### src/rrsd_pkg.sv
package rrsd_pkg;

   // fixed field widths
   localparam int ARRIVAL_W = 31;
   localparam int LOAD_W    = 31;
   localparam int COUNT_W   = 32;
   localparam int INDEX_W   = 4;
   localparam int NSRV_W    = 5;

   localparam int REQ_DATA_W = 64;
   localparam int RSP_DATA_W = 40;

   localparam int DEF_MAX_SERVERS = 16;
   localparam int DEF_TIME_BITS   = 32;

   // power of two
   localparam int QUEUE_DEPTH = 2;

   localparam logic [NSRV_W-1:0]  NSRV_RESET = 5'd16;
   localparam logic [COUNT_W-1:0] COUNT_MAX  = '1;

   localparam logic KIND_DISPATCH = 1'b0;
   localparam logic KIND_REPORT   = 1'b1;

   typedef struct packed {
      logic [ARRIVAL_W-1:0] arrival;
      logic                 last;
   } front_item_type;

endpackage

### src/rrsd_front.sv
module rrsd_front #(
   parameter int TIME_BITS = rrsd_pkg::DEF_TIME_BITS
) (
   input  logic                              clock,
   input  logic                              reset,
   input  logic                              req_tvalid,
   output logic                              req_tready,
   input  logic [rrsd_pkg::REQ_DATA_W-1:0]   req_tdata,
   input  logic                              req_tlast,
   output logic                              q_valid,
   input  logic                              q_pop,
   output rrsd_pkg::front_item_type          q_item,
   output logic [TIME_BITS-1:0]              q_finish
);
   import rrsd_pkg::*;

   localparam int QPTR_W = (QUEUE_DEPTH > 1) ? $clog2(QUEUE_DEPTH) : 1;
   localparam int QCNT_W = $clog2(QUEUE_DEPTH + 1);
   localparam logic [63:0] TIME_MAX =
      (TIME_BITS == 64) ? '1 : ((64'd1 << TIME_BITS) - 64'd1);

   front_item_type       item_ff [QUEUE_DEPTH];
   logic [TIME_BITS-1:0] fin_ff  [QUEUE_DEPTH];
   logic [QPTR_W-1:0]    wr_ptr_ff, wr_ptr_in;
   logic [QPTR_W-1:0]    rd_ptr_ff, rd_ptr_in;
   logic [QCNT_W-1:0]    cnt_ff, cnt_in;

   logic [ARRIVAL_W:0]   sum;
   logic [TIME_BITS-1:0] fin_new;
   front_item_type       item_new;
   logic                 push;

   assign req_tready = (cnt_ff != QCNT_W'(QUEUE_DEPTH));
   assign push       = req_tvalid && req_tready;
   assign q_valid    = (cnt_ff != '0);
   assign q_item     = item_ff[rd_ptr_ff];
   assign q_finish   = fin_ff[rd_ptr_ff];

   // finish time is worked out here so the back end only compares and writes
   always_comb begin
      sum = {1'b0, req_tdata[ARRIVAL_W-1:0]} +
            {1'b0, req_tdata[ARRIVAL_W+LOAD_W-1:ARRIVAL_W]};
      if (64'(sum) > TIME_MAX) begin
         fin_new = '1;
      end else begin
         fin_new = TIME_BITS'(sum);
      end
      item_new.arrival = req_tdata[ARRIVAL_W-1:0];
      item_new.last    = req_tlast;
   end

   always_comb begin
      wr_ptr_in = wr_ptr_ff;
      rd_ptr_in = rd_ptr_ff;
      cnt_in    = cnt_ff;
      if (push) begin
         wr_ptr_in = wr_ptr_ff + QPTR_W'(1);
      end
      if (q_pop) begin
         rd_ptr_in = rd_ptr_ff + QPTR_W'(1);
      end
      if (push && !q_pop) begin
         cnt_in = cnt_ff + QCNT_W'(1);
      end else if (!push && q_pop) begin
         cnt_in = cnt_ff - QCNT_W'(1);
      end
   end

   always_ff @(posedge clock) begin
      if (reset) begin
         wr_ptr_ff <= '0;
         rd_ptr_ff <= '0;
         cnt_ff    <= '0;
      end else begin
         wr_ptr_ff <= wr_ptr_in;
         rd_ptr_ff <= rd_ptr_in;
         cnt_ff    <= cnt_in;
      end
   end

   always_ff @(posedge clock) begin
      if (push) begin
         item_ff[wr_ptr_ff] <= item_new;
         fin_ff[wr_ptr_ff]  <= fin_new;
      end
   end

   a_cnt_bound: assert property (@(posedge clock) disable iff (reset)
      cnt_ff <= QCNT_W'(QUEUE_DEPTH))
      else $error("queue count beyond depth");

   a_pop_nonempty: assert property (@(posedge clock) disable iff (reset)
      q_pop |-> cnt_ff != '0)
      else $error("pop from empty queue");

   a_push_grows: assert property (@(posedge clock) disable iff (reset)
      (push && !q_pop) |=> cnt_ff == $past(cnt_ff) + QCNT_W'(1))
      else $error("queue count did not follow push");

endmodule

### src/rrsd_back.sv
module rrsd_back #(
   parameter int MAX_SERVERS = rrsd_pkg::DEF_MAX_SERVERS,
   parameter int TIME_BITS   = rrsd_pkg::DEF_TIME_BITS
) (
   input  logic                              clock,
   input  logic                              reset,
   input  logic                              csr_valid,
   output logic                              csr_ready,
   input  logic [rrsd_pkg::NSRV_W-1:0]       csr_wdata,
   input  logic                              q_valid,
   output logic                              q_pop,
   input  rrsd_pkg::front_item_type          q_item,
   input  logic [TIME_BITS-1:0]              q_finish,
   output logic                              rsp_tvalid,
   input  logic                              rsp_tready,
   output logic [rrsd_pkg::RSP_DATA_W-1:0]   rsp_tdata,
   output logic                              rsp_tuser,
   output logic                              rsp_tlast
);
   import rrsd_pkg::*;

   localparam int SRV_W = (MAX_SERVERS > 1) ? $clog2(MAX_SERVERS) : 1;
   localparam int CNT_W = $clog2(MAX_SERVERS + 1);
   localparam int CMP_W = (TIME_BITS > ARRIVAL_W) ? TIME_BITS : ARRIVAL_W;

   typedef enum logic [1:0] {S_IDLE, S_PICK, S_MAX, S_LIST} state_type;

   state_type            state_ff, state_in;
   logic [NSRV_W-1:0]    nsrv_ff, nsrv_in;
   logic [TIME_BITS-1:0] finish_ff [MAX_SERVERS];
   logic [TIME_BITS-1:0] finish_in [MAX_SERVERS];
   logic [COUNT_W-1:0]   count_ff  [MAX_SERVERS];
   logic [COUNT_W-1:0]   count_in  [MAX_SERVERS];
   logic [SRV_W-1:0]     ptr_ff, ptr_in;
   logic [TIME_BITS-1:0] newfin_ff, newfin_in;
   logic                 last_ff, last_in;
   logic [MAX_SERVERS-1:0] free_ff, free_in;
   logic [SRV_W-1:0]     start_ff, start_in;
   logic [SRV_W-1:0]     scan_ff, scan_in;
   logic [COUNT_W-1:0]   best_ff, best_in;
   logic [SRV_W-1:0]     last_idx_ff, last_idx_in;

   logic                 rsp_valid_ff, rsp_valid_in;
   logic                 rsp_kind_ff, rsp_kind_in;
   logic                 rsp_acc_ff, rsp_acc_in;
   logic [INDEX_W-1:0]   rsp_idx_ff, rsp_idx_in;
   logic [COUNT_W-1:0]   rsp_cnt_ff, rsp_cnt_in;
   logic                 rsp_last_ff, rsp_last_in;

   logic [6:0]           k_wide;
   logic [CNT_W-1:0]     k;
   logic                 out_free;
   logic [SRV_W-1:0]     rd_idx;
   logic [COUNT_W-1:0]   count_rd;
   logic [COUNT_W-1:0]   count_inc;
   logic [SRV_W-1:0]     hi_idx, any_idx, chosen;
   logic                 hi_found, found;

   assign csr_ready  = 1'b1;
   assign rsp_tvalid = rsp_valid_ff;
   assign rsp_tuser  = rsp_kind_ff;
   assign rsp_tlast  = rsp_last_ff;
   assign rsp_tdata  = {{(RSP_DATA_W - COUNT_W - INDEX_W - 1){1'b0}},
                        rsp_cnt_ff, rsp_idx_ff, rsp_acc_ff};

   // servers in use: zero acts as one, clamp to the built count
   always_comb begin
      if (nsrv_ff == '0) begin
         k_wide = 7'd1;
      end else if (7'(nsrv_ff) > 7'(MAX_SERVERS)) begin
         k_wide = 7'(MAX_SERVERS);
      end else begin
         k_wide = 7'(nsrv_ff);
      end
      k = CNT_W'(k_wide);
   end

   assign out_free = !rsp_valid_ff || rsp_tready;
   assign q_pop    = (state_ff == S_IDLE) && q_valid;

   // first free server at or above start, else lowest free one
   always_comb begin
      hi_idx   = '0;
      any_idx  = '0;
      hi_found = 1'b0;
      for (int i = MAX_SERVERS - 1; i >= 0; i--) begin
         if (free_ff[i]) begin
            any_idx = SRV_W'(i);
            if (SRV_W'(i) >= start_ff) begin
               hi_idx   = SRV_W'(i);
               hi_found = 1'b1;
            end
         end
      end
      chosen = hi_found ? hi_idx : any_idx;
      found  = |free_ff;
   end

   // single read port on the counts
   assign rd_idx    = (state_ff == S_PICK) ? chosen : scan_ff;
   assign count_rd  = count_ff[rd_idx];
   assign count_inc = (count_rd == COUNT_MAX) ? count_rd : count_rd + COUNT_W'(1);

   always_comb begin
      state_in    = state_ff;
      nsrv_in     = nsrv_ff;
      finish_in   = finish_ff;
      count_in    = count_ff;
      ptr_in      = ptr_ff;
      newfin_in   = newfin_ff;
      last_in     = last_ff;
      free_in     = free_ff;
      start_in    = start_ff;
      scan_in     = scan_ff;
      best_in     = best_ff;
      last_idx_in = last_idx_ff;
      rsp_valid_in = rsp_valid_ff && !rsp_tready;
      rsp_kind_in  = rsp_kind_ff;
      rsp_acc_in   = rsp_acc_ff;
      rsp_idx_in   = rsp_idx_ff;
      rsp_cnt_in   = rsp_cnt_ff;
      rsp_last_in  = rsp_last_ff;

      if (csr_valid) begin
         nsrv_in = csr_wdata;
      end

      case (state_ff)
         S_IDLE: begin
            if (q_valid) begin
               newfin_in = q_finish;
               last_in   = q_item.last;
               for (int i = 0; i < MAX_SERVERS; i++) begin
                  free_in[i] = (CMP_W'(finish_ff[i]) <= CMP_W'(q_item.arrival)) &&
                               (CNT_W'(i) < k);
               end
               start_in = (CNT_W'(ptr_ff) < k) ? ptr_ff : '0;
               state_in = S_PICK;
            end
         end
         S_PICK: begin
            if (out_free) begin
               rsp_valid_in = 1'b1;
               rsp_kind_in  = KIND_DISPATCH;
               rsp_acc_in   = found;
               rsp_idx_in   = found ? INDEX_W'(chosen) : '0;
               rsp_cnt_in   = found ? count_inc : '0;
               rsp_last_in  = !last_ff;
               ptr_in = (CNT_W'(start_ff) + CNT_W'(1) >= k) ? '0 : start_ff + SRV_W'(1);
               if (found) begin
                  finish_in[chosen] = newfin_ff;
                  count_in[chosen]  = count_inc;
               end
               if (last_ff) begin
                  scan_in     = '0;
                  best_in     = '0;
                  last_idx_in = '0;
                  state_in    = S_MAX;
               end else begin
                  state_in = S_IDLE;
               end
            end
         end
         S_MAX: begin
            // >= keeps the highest index holding the maximum
            if (count_rd >= best_ff) begin
               best_in     = count_rd;
               last_idx_in = scan_ff;
            end
            if (CNT_W'(scan_ff) == k - CNT_W'(1)) begin
               scan_in  = '0;
               state_in = S_LIST;
            end else begin
               scan_in = scan_ff + SRV_W'(1);
            end
         end
         S_LIST: begin
            if (count_rd == best_ff) begin
               if (out_free) begin
                  rsp_valid_in = 1'b1;
                  rsp_kind_in  = KIND_REPORT;
                  rsp_acc_in   = 1'b1;
                  rsp_idx_in   = INDEX_W'(scan_ff);
                  rsp_cnt_in   = count_rd;
                  rsp_last_in  = (scan_ff == last_idx_ff);
                  if (scan_ff == last_idx_ff) begin
                     state_in = S_IDLE;
                  end else begin
                     scan_in = scan_ff + SRV_W'(1);
                  end
               end
            end else begin
               scan_in = scan_ff + SRV_W'(1);
            end
         end
         default: begin
            state_in = S_IDLE;
         end
      endcase
   end

   always_ff @(posedge clock) begin
      if (reset) begin
         state_ff     <= S_IDLE;
         nsrv_ff      <= NSRV_RESET;
         ptr_ff       <= '0;
         rsp_valid_ff <= 1'b0;
         for (int i = 0; i < MAX_SERVERS; i++) begin
            finish_ff[i] <= '0;
            count_ff[i]  <= '0;
         end
      end else begin
         state_ff     <= state_in;
         nsrv_ff      <= nsrv_in;
         ptr_ff       <= ptr_in;
         rsp_valid_ff <= rsp_valid_in;
         finish_ff    <= finish_in;
         count_ff     <= count_in;
      end
      newfin_ff   <= newfin_in;
      last_ff     <= last_in;
      free_ff     <= free_in;
      start_ff    <= start_in;
      scan_ff     <= scan_in;
      best_ff     <= best_in;
      last_idx_ff <= last_idx_in;
      rsp_kind_ff <= rsp_kind_in;
      rsp_acc_ff  <= rsp_acc_in;
      rsp_idx_ff  <= rsp_idx_in;
      rsp_cnt_ff  <= rsp_cnt_in;
      rsp_last_ff <= rsp_last_in;
   end

   a_report_accepted: assert property (@(posedge clock) disable iff (reset)
      (rsp_valid_ff && rsp_kind_ff == KIND_REPORT) |-> rsp_acc_ff)
      else $error("report entry not flagged accepted");

   a_drop_zero: assert property (@(posedge clock) disable iff (reset)
      (rsp_valid_ff && rsp_kind_ff == KIND_DISPATCH && !rsp_acc_ff) |->
         (rsp_idx_ff == '0 && rsp_cnt_ff == '0))
      else $error("dropped item carries server data");

   a_report_is_max: assert property (@(posedge clock) disable iff (reset)
      (rsp_valid_ff && rsp_kind_ff == KIND_REPORT) |-> rsp_cnt_ff == best_ff)
      else $error("report count differs from maximum");

   a_list_bound: assert property (@(posedge clock) disable iff (reset)
      (state_ff == S_LIST) |-> scan_ff <= last_idx_ff)
      else $error("listing ran past last busiest server");

endmodule

### src/round_robin_server_dispatcher.sv
// channel | direction | handshake             | payload
// req     | in        | req_tvalid/req_tready | tdata arrival_time, load_time; tlast last_request
// rsp     | out       | rsp_tvalid/rsp_tready | tdata accepted, server_index, served_count;
//         |           |                       | tuser kind; tlast last_of_run
// csr     | in        | csr_valid/csr_ready   | csr_wdata num_servers
//
// In the back end, S_IDLE registers the free-server compare and S_PICK picks and updates.
// A request with last set then adds two passes through the single count port:
// a full pass for the maximum, then a listing pass that ends at the last busiest server.
// Reset clears all finish times, counts and the pointer and sets num_servers to 16.
// A 2-item queue takes requests while the back end works; a result waiting in the output
// register holds the pick and listing steps until it is taken.
module round_robin_server_dispatcher #(
   parameter int MAX_SERVERS = rrsd_pkg::DEF_MAX_SERVERS,
   parameter int TIME_BITS   = rrsd_pkg::DEF_TIME_BITS
) (
   input  logic                              clock,
   input  logic                              reset,
   input  logic                              req_tvalid,
   output logic                              req_tready,
   // [30:0] arrival_time, [61:31] load_time, [63:62] zero
   input  logic [rrsd_pkg::REQ_DATA_W-1:0]   req_tdata,
   input  logic                              req_tlast,
   output logic                              rsp_tvalid,
   input  logic                              rsp_tready,
   // [0] accepted, [4:1] server_index, [36:5] served_count, [39:37] zero
   output logic [rrsd_pkg::RSP_DATA_W-1:0]   rsp_tdata,
   // [0] kind
   output logic                              rsp_tuser,
   output logic                              rsp_tlast,
   input  logic                              csr_valid,
   output logic                              csr_ready,
   input  logic [rrsd_pkg::NSRV_W-1:0]       csr_wdata
);
   import rrsd_pkg::*;

   logic                 q_valid;
   logic                 q_pop;
   front_item_type       q_item;
   logic [TIME_BITS-1:0] q_finish;

   rrsd_front #(
      .TIME_BITS (TIME_BITS)
   ) u_front (
      .clock      (clock),
      .reset      (reset),
      .req_tvalid (req_tvalid),
      .req_tready (req_tready),
      .req_tdata  (req_tdata),
      .req_tlast  (req_tlast),
      .q_valid    (q_valid),
      .q_pop      (q_pop),
      .q_item     (q_item),
      .q_finish   (q_finish)
   );

   rrsd_back #(
      .MAX_SERVERS (MAX_SERVERS),
      .TIME_BITS   (TIME_BITS)
   ) u_back (
      .clock      (clock),
      .reset      (reset),
      .csr_valid  (csr_valid),
      .csr_ready  (csr_ready),
      .csr_wdata  (csr_wdata),
      .q_valid    (q_valid),
      .q_pop      (q_pop),
      .q_item     (q_item),
      .q_finish   (q_finish),
      .rsp_tvalid (rsp_tvalid),
      .rsp_tready (rsp_tready),
      .rsp_tdata  (rsp_tdata),
      .rsp_tuser  (rsp_tuser),
      .rsp_tlast  (rsp_tlast)
   );

endmodule
### config.mk
export PLATFORM = sky130hd
export DESIGN_NAME = round_robin_server_dispatcher
export DESIGN_NICKNAME = d
export VERILOG_FILES = /design/src/rrsd_pkg.sv /design/src/rrsd_front.sv /design/src/rrsd_back.sv /design/src/round_robin_server_dispatcher.sv
export SDC_FILE = /design/constraint.sdc
export NUM_CORES = 2
export LEC_CHECK = 0
export BUFFER_PORTS_ARGS = -buffer_cell sky130_fd_sc_hd__buf_2
export CAP_MARGIN = 0
export CELL_PAD_IN_SITES_DETAIL_PLACEMENT = 2
export CELL_PAD_IN_SITES_GLOBAL_PLACEMENT = 2
export CORE_ASPECT_RATIO = 0.7
export CORE_UTILIZATION = 36
export CTS_CLUSTER_DIAMETER = 30
export DETAILED_ROUTE_END_ITERATION = 10
export PLACE_DENSITY_LB_ADDON = 0.1
export REMOVE_ABC_BUFFERS = 1
export SETUP_SLACK_MARGIN = 0.5
export SYNTH_ARGS = -nofsm -noshare
export SYNTH_HDL_FRONTEND = slang
export SYNTH_HIERARCHICAL = 1
export SYNTH_SLANG_ARGS = --single-unit
### constraint.sdc
create_clock -name clock -period 8.6 [get_ports clock]
set_input_delay 0.86 -clock clock [delete_from_list [all_inputs] [get_ports clock]]
set_output_delay 0.86 -clock clock [all_outputs]
set_load 0.005 [all_outputs]
Word-level counts from Yosys, hierarchy flattened. Memories as Yosys holds them, arrays and structs flattened. A register that Yosys moved wholly into a read port is not among the register bits. Index checks and enable logic that the tools add are counted.

Register bits after elaboration: 1140. RAM bits: 128. Input port bits: 75. Output and inout bits: 45. Logic and storage cells: 323. Memories kept: 2.

Add/sub/neg operators: 10. $lt $le $gt $ge: 55. Eq/ne operators: 18. Muxes and demuxes: 143. Bitwise logic cells: 2. Reduce and logical (&&, ||, !) cells: 43.

Memories: u_front.fin_ff (words 2, bits a word 32, read ports 1, clocked after Yosys merged registers in 1, write ports 1, line rrsd_front.sv:23) `logic [TIME_BITS-1:0] fin_ff [QUEUE_DEPTH];`; u_front.item_ff (words 2, bits a word 32, read ports 1, clocked after Yosys merged registers in 1, write ports 1, line rrsd_front.sv:22) `front_item_type item_ff [QUEUE_DEPTH];`.

Operator list (count): $bwmux W512 (2); $le A32 B31 Y1 (16); $mux W32 (11); $mux W4 (62); $bmux W32 S4 (1); $demux W32 S4 (1); $pmux W32 S2 (2); $mux W1 (45); $lt A4 B5 Y1 const A (8); $add A31 B31 Y32 (1); $add A32 B1 Y32 const B (1); $eq A32 B32 Y1 (1); $eq A32 B32 Y1 const B (1); $ge A32 B32 Y1 (1); $ge A4 B4 Y1 const A (8); $logic_and A1 B1 Y1 (22); $lt A3 B5 Y1 const A (4); $mux W2 (9); $ge A3 B4 Y1 const A (4); $ne A2 B1 Y1 const B (8); $pmux W4 S2 (2); $reduce_or A16 Y1 (1); $pmux W4 S3 (1); $ge A5 B5 Y1 const B (2); other kinds (36) (57).

Depth between registers and ports, before layout.
Depth in word-level cells: 44. Mapped depth: 33. Mapped depth without buffers: 26.

Hierarchy. Netlist, hierarchy kept.

By module, submodules not included: rrsd_back (instances 1, cells each 7508, area each 61392.6 um^2, seq. area each 24703.7 um^2); rrsd_front (instances 1, cells each 453, area each 6407.4 um^2, seq. area each 3943.8 um^2).

Worst setup path before layout. OpenSTA, ideal clock, no wires.

Path kind: register -> register. Start point: register u_back.start_ff[1]. End point: register u_back.best_ff[0], enable pin. Library setup time: 479 ps. Arrival: 8517 ps. Required time: 8121 ps. Setup slack: -396 ps. Cell stages (with the launch flop): 28. Buffers on the path: 9. Clock period less this slack: 8996 ps. Path through: edfxtp_1 -> ha_1 -> nand2b_2 -> o311ai_2 -> nand3_1 -> or4_4 -> o21a_1 -> buf_2 -> a21boi_4 -> buf_6 -> buf_4 -> buf_4 -> buf_4 -> buf_4 -> mux2i_1 -> o22ai_1 -> nor4b_1 -> clkbuf_1 -> clkbuf_1 -> clkbuf_1 -> inv_1 -> ha_1 -> nand4_1 -> nor4_1 -> a31oi_1 -> o311ai_0 -> a21oi_1 -> o21ai_0.

Cells in the longest elaborated chain, start to end: 42. Elaborated cells between the ends (all ways): 89. Classes of those cells: order compare (17); eq/ne (1); mux (69); bitwise (1); reduce/logical (1).

Ends and longest elaborated chain: start: declaration (line rrsd_back.sv:38) `logic [SRV_W-1:0] start_ff, start_in;`; start signal: assignment (line rrsd_back.sv:223) `start_ff <= start_in;`; $ge A4 B4 Y1 (line rrsd_back.sv:89) `if (SRV_W'(i) >= start_ff) begin`; $mux W4 or $mux W1 (tied branches) (line rrsd_back.sv:89); $mux W4 or $mux W1 (tied branches) (line rrsd_back.sv:87) `if (free_ff[i]) begin`; $mux W4 or $mux W1 (tied branches) (line rrsd_back.sv:89); $mux W4 or $mux W1 (tied branches) (line rrsd_back.sv:87); $mux W4 or $mux W1 (tied branches) (line rrsd_back.sv:89); $mux W4 or $mux W1 (tied branches) (line rrsd_back.sv:87); $mux W4 or $mux W1 (tied branches) (line rrsd_back.sv:89); [... 26 more ...]; $mux W4 (*) (line rrsd_back.sv:100) `assign rd_idx = (state_ff == S_PICK) ? chosen : scan_ff;`; $not A4 Y5 (not written as such) (*) (line rrsd_back.sv:101) `assign count_rd = count_ff[rd_idx];`; $bmux W32 S4 (*) (line rrsd_back.sv:101); $mux W32 (not written as such) (*) (2 in series) (line rrsd_back.sv:101); named net u_back.count_rd[28] (line rrsd_back.sv:54) `logic [COUNT_W-1:0] count_rd;`; $ge A32 B32 Y1 (*) (line rrsd_back.sv:166) `if (count_rd >= best_ff) begin`; $ne A2 B1 Y1 (no source line) (*); $reduce_and A4 Y1 (no source line) (*); end signal: assignment (line rrsd_back.sv:225) `best_ff <= best_in;`; end: declaration (line rrsd_back.sv:40) `logic [COUNT_W-1:0] best_ff, best_in;`.

Mark *: on every way through the listed nets, which the timed path passes. The rest lies on a longest branch. The select of a mux whose other input is x is not followed. A chain may end at the register's enable or synchronous reset.

Final worst setup path.
Start point: register u_back.start_ff[1]. End point: register u_back/count_ff[417] (netlist bit).

Cells in the longest elaborated chain, start to end: 42. Elaborated cells between the ends (all ways): 96. Classes of those cells: add/sub (1); order compare (18); eq/ne (1); mux (73); bitwise (2); reduce/logical (1).

Ends and longest elaborated chain: $ge A4 B4 Y1 (line rrsd_back.sv:89); $mux W4 or $mux W1 (tied branches) (line rrsd_back.sv:89); $mux W4 or $mux W1 (tied branches) (line rrsd_back.sv:87); $mux W4 or $mux W1 (tied branches) (line rrsd_back.sv:89); $mux W4 or $mux W1 (tied branches) (line rrsd_back.sv:87); $mux W4 or $mux W1 (tied branches) (line rrsd_back.sv:89); $mux W4 or $mux W1 (tied branches) (line rrsd_back.sv:87); $mux W4 or $mux W1 (tied branches) (line rrsd_back.sv:89); [... 25 more ...]; $mux W4 (*) (line rrsd_back.sv:95) `chosen = hi_found ? hi_idx : any_idx;`; $mux W4 (line rrsd_back.sv:100); $not A4 Y5 (not written as such) (line rrsd_back.sv:101); $bmux W32 S4 (line rrsd_back.sv:101); $mux W32 (not written as such) (2 in series) (line rrsd_back.sv:101); $add A32 B1 Y32 or $eq A32 B32 Y1 (tied branches) (line rrsd_back.sv:102) `assign count_inc = (count_rd == COUNT_MAX) ? count_rd : count_rd + COUNT_W'(1);`; $mux W32 (line rrsd_back.sv:102); $bwmux W512 (*) (line rrsd_back.sv:152) `count_in[chosen] = count_inc;`; end signal: assignment (line rrsd_back.sv:218) `count_ff <= count_in;`; end: declaration (line rrsd_back.sv:32) `logic [COUNT_W-1:0] count_ff [MAX_SERVERS];`.

Every way passes the cells marked *; elsewhere a longest branch is shown, timed or not. The select of a mux whose other input is x is not followed.

==> results.md <==
- Global route total overflow: 0
- Ys flop type: dfxtp_1
- CP top delay family: simple AND/OR/NAND/NOR gates
- Clock network power share: 42.7%
- Async set-reset flop share out of synthesis: 0%
- Flop pwr share: 25.9%
- Max Slew Vio Count: 0
- Starting Density: a little over a third
- Detailed-route wire length: 321,000 um
- Syn Inst Count: 7,961
- Worst-skew pair later-pin latency: 0.84 ns
- Final Cycle Share: 89.6%
- CTS tree: done
- Slowest cell delay on critical path: 0.91 ns
- WP data required: between 9 and 10 ns
- Top-area cell type share of the netlist area: 30.7%
- Final setup vio count: 0
- Pin count of the biggest net entering global routing: 97
- P_sw: 11.3 mW
- Hold Path Sink: u_front/item_ff[0][0]
- Reg2reg setup slack: just under 0.9 ns
- Pre-Repair DR Iteration Count: 6
- Int Pwr: 18.0 mW
- Initial antenna violation count: 27
- Maximum VDD drop: 0.000271 V
- RSZ-0062 raised after global routing: false
- Worst Hold Launch: req_tlast
- Sink Count: 1,301
- Sequential fraction of the synthesis area: 42.3%
- Area grow syn2layout: 22.1%
- Root Buffer: clkbuf_16
- Wire per inst: 29.7 um
- Clk buf depth: 4
- Vias post-DR: about 66,000
- Max-slew headroom: 0.698%
- Yosys warning count: 6
- Full die area: approximately 190,000 sq um
- I/O Buffers: roughly 110
- All-layer global routing usage: 32.9%
- CP Launch Type: flop
- Inserted Clock Buffers: 320
- Worst-margin pin slew: approximately 1.5 ns
- Vias per cell: 6.09
- CP cell instances: inv_1 -> ha_1 -> nand2b_1 -> a32oi_1 -> nand4_1 -> or3_1 -> o211a_2 -> a21boi_4 -> buf_12 -> buf_4 -> nand2_1 -> nand4_1 -> nand4_1 -> buf_4 -> or4_1 -> nor4_2 -> nand4_1 -> o211ai_1 -> a21oi_1
- Top cells by area, synth: dfxtp_1, edfxtp_1, ha_1, nand2_1, a21oi_1
- Worst reg2reg endpoint: u_back/count_ff[417]
- Final #Nets: approximately 8,700
- DRC: 0
- Comb power frac: 31.4%
- Syn Std Cell Area: approximately 68,000 sq um
- PwrDens: 353 nW/um^2
- Met3 Use GR: 5.67%
- H-tree Lvls: 5
- Buf+Inv Stages, Crit Path: 4
- Site Rows: approximately 130
- Post-synth EDFFs: 260
- Worst-path clk slew: 0.05 ns
- Share of cells above drive strength 1: 13.6%
- Met1 usage: a little under half
- Placed Cells incl. Taps: approximately 10,000
- Crit. End Element: flop
- Leakage: 31.7 nW
- RR Startpoint: u_back/start_ff[1]
- Post-DP HPWL: just over 200,000 um
- DRT antenna net count: 0
- Die Y: 365 um
- Final Critical Period: 7.71 ns
- Clock Skew: 0.0429 ns
- Mean Syn Cell Area: 8.52 sq um
- Fill count: roughly 20,000
- Die width: 521 um
- Worst Hold Class: input pin to flop
- Post-layout power: 29.2 mW
- Seq. cell area: 28,700 sq um
- Top cell by count, worst path: nand4_1
- Post-CTS setup buffers: 0
- Hold Path Depth: 1
- Fin cells: 10,800
- Final hold vios: 0
- Placer Congestion: 0.893
- Most used routing layer: met2
- Worst Setup Path Type: flop to flop
- Ports: 120
- First-pass GRT wire length: ~470,000 um
- Max FO, Critical Path: 23
- Vias in the first global route: 69,800
- Cells on worst reg2reg path: 19
- Number of synthesized register bits: 1,301
- Multi-input logic area: roughly 37,000 sq um
- Sw Share: between 30% and 40%
- Iteration-0 DRC Markers: 5,566
- FMAX: 130 MHz
- Total core area: 186,000 sq um
- Synth area leader: dfxtp_1
- Synth cell types: 96
- Met2 track demand over resource: 51.2%
- Hold Buf Count CTS: 0
- Outcome: complete, but fails checks
- MaxCap Viol Count: 1
- Critical Path AT: 8.38 ns
- CP max stage cell: nand4_1
- Failing checks: capacitance limit
metal layers:
metal	part of all wire (%)	vias up
met3	7.2	585
li1	-	28800
met5	0.011	-
met4	2.8	4
met1	46	34100
met2	44	2199
flip-flops by register name, indices dropped and copies added (netlist names), 4 cells and up, named ones only:
name and cells:
u_back/count_ff 512, u_back/finish_ff 512, u_front/fin_ff 64, u_front/item_ff 64, u_back/best_ff 32, u_back/newfin_ff 32, u_back/rsp_cnt_ff 32, u_back/free_ff 16
u_back/nsrv_ff 5, u_back/last_idx_ff 4, u_back/ptr_ff 4, u_back/rsp_idx_ff 4, u_back/scan_ff 4, u_back/start_ff 4
Yosys cell counts, types with 51 or more instances:
| cell type | number |
|---|---|
| nor2_1 | 343 |
| nand3_1 | 299 |
| buf_2 | 51 |
| mux2i_1 | 165 |
| nor2b_1 | 163 |
| a22oi_1 | 54 |
| inv_1 | 150 |
| and3_1 | 51 |
| nand2b_1 | 121 |
| mux2_2 | 75 |
| nor3_1 | 121 |
| a21oi_1 | 1003 |
| o21ai_0 | 398 |
| clkbuf_1 | 517 |
| a211oi_1 | 114 |
| a31oi_1 | 80 |
| ha_1 | 575 |
| nand2_1 | 1433 |
| nand4_1 | 182 |
| or3_1 | 65 |
| dfxtp_1 | 1041 |
| o22ai_1 | 94 |
| edfxtp_1 | 260 |
| o211ai_1 | 52 |
power groups by stage:
stage	sequential (mW)	clock [mW]	combinational [mW]
4_1_cts	7.57	12.6	8.98
6_report	7.58	12.5	9.17
5_1_grt	7.63	12.9	9.55
3_3_place_gp	7.62	0	8.59
3_5_place_dp	7.67	0	8.87
2_1_floorplan	7.59	0	4.32
how the worst max path moves through the flow:
stage | endpoint | slack (ns) | cells after the start | from
CTS | u_back/count_ff[385] | 0.84 | 18 | u_back/start_ff[1]
detailed placement | u_back/count_ff[385] | 0.89 | 18 | u_back/start_ff[1]
global placement | u_back/count_ff[449] | 1.07 | 18 | u_back/start_ff[1]
finish | u_back/count_ff[417] | 0.89 | 19 | u_back/start_ff[1]
global route | u_back/count_ff[449] | 0.55 | 19 | u_back/start_ff[1]
floorplan | u_back/best_ff[0] | -5.09 | 18 | u_back/start_ff[1]
final cells by class:
type	instances	share of cell area, %
sequential	1301	34.6
antenna	11	0.0333
inverter	156	0.717
clock inverter	154	2.25
tap	2479	3.75
timing repair buffer	398	3.42
multi-input combinational	5873	44.2
clock buffer	424	11.1
timing repair:
action                                  CTS  global route
hold endpoints to repair                  0             0
endpoints found under the setup margin    0            32
resized for setup                         0             1
kinds of logic after synthesis:
family	synth area share (%)
multiplexers	3.68
flip-flops	42.3
other	0.0111
adder cells (fa/ha/maj)	10.6
AO/OA/AOI/OAI	18.3
AND/OR/NAND/NOR	19.7
buffers and inverters	4.68
XOR/XNOR	0.736
stage by stage:
stage	setup WS [ns]	instance area (sq um)	hold slack (ns)	TNS (ns)	utilization [%]
floorplan	-5.09	65200	0.425	-1750.29	-
global placement	1.07	71700	0.442	0	38.5
detailed placement	0.885	71700	0.449	0	38.5
CTS	0.845	82700	0.176	0	44.5
global route	0.546	82700	0.204	0	44.5
finish	0.890	82800	0.229	0	44.5
worst reg2reg max path: stages (launching register included):
cell and delay, ns:
edfxtp_1 0.55, inv_1 0.18, ha_1 0.34, nand2b_1 0.20
a32oi_1 0.35, nand4_1 0.21, or3_1 0.39, o211a_2 0.18
a21boi_4 0.68, buf_12 0.32, buf_4 0.38, nand2_1 0.13
nand4_1 0.20, nand4_1 0.22, buf_4 0.23, or4_1 0.69
nor4_2 0.90, nand4_1 0.92, o211ai_1 0.41, a21oi_1 0.10
placed cells by master (no fill, tap or decap), types with 50 or more instances in the layout:
cell type / Yosys / final
nand2_1: 1433 / 1417
dfxtp_1: 1041 / 1040
a21oi_1: 1003 / 1002
ha_1: 575 / 575
o21ai_0: 398 / 396
clkbuf_16: 0 / 335
nor2_1: 343 / 321
nand3_1: 299 / 297
buf_4: 21 / 274
edfxtp_1: 260 / 260
nand4_1: 182 / 182
mux2i_1: 165 / 165
nor2b_1: 163 / 163
inv_1: 150 / 150
nand2b_1: 121 / 121
nor3_1: 121 / 116
buf_2: 51 / 112
a211oi_1: 114 / 112
o22ai_1: 94 / 94
a31oi_1: 80 / 79
mux2_2: 75 / 75
or3_1: 65 / 65
a22oi_1: 54 / 54
o211ai_1: 52 / 52
and3_1: 51 / 50
(Power assumes the default switching activity.)
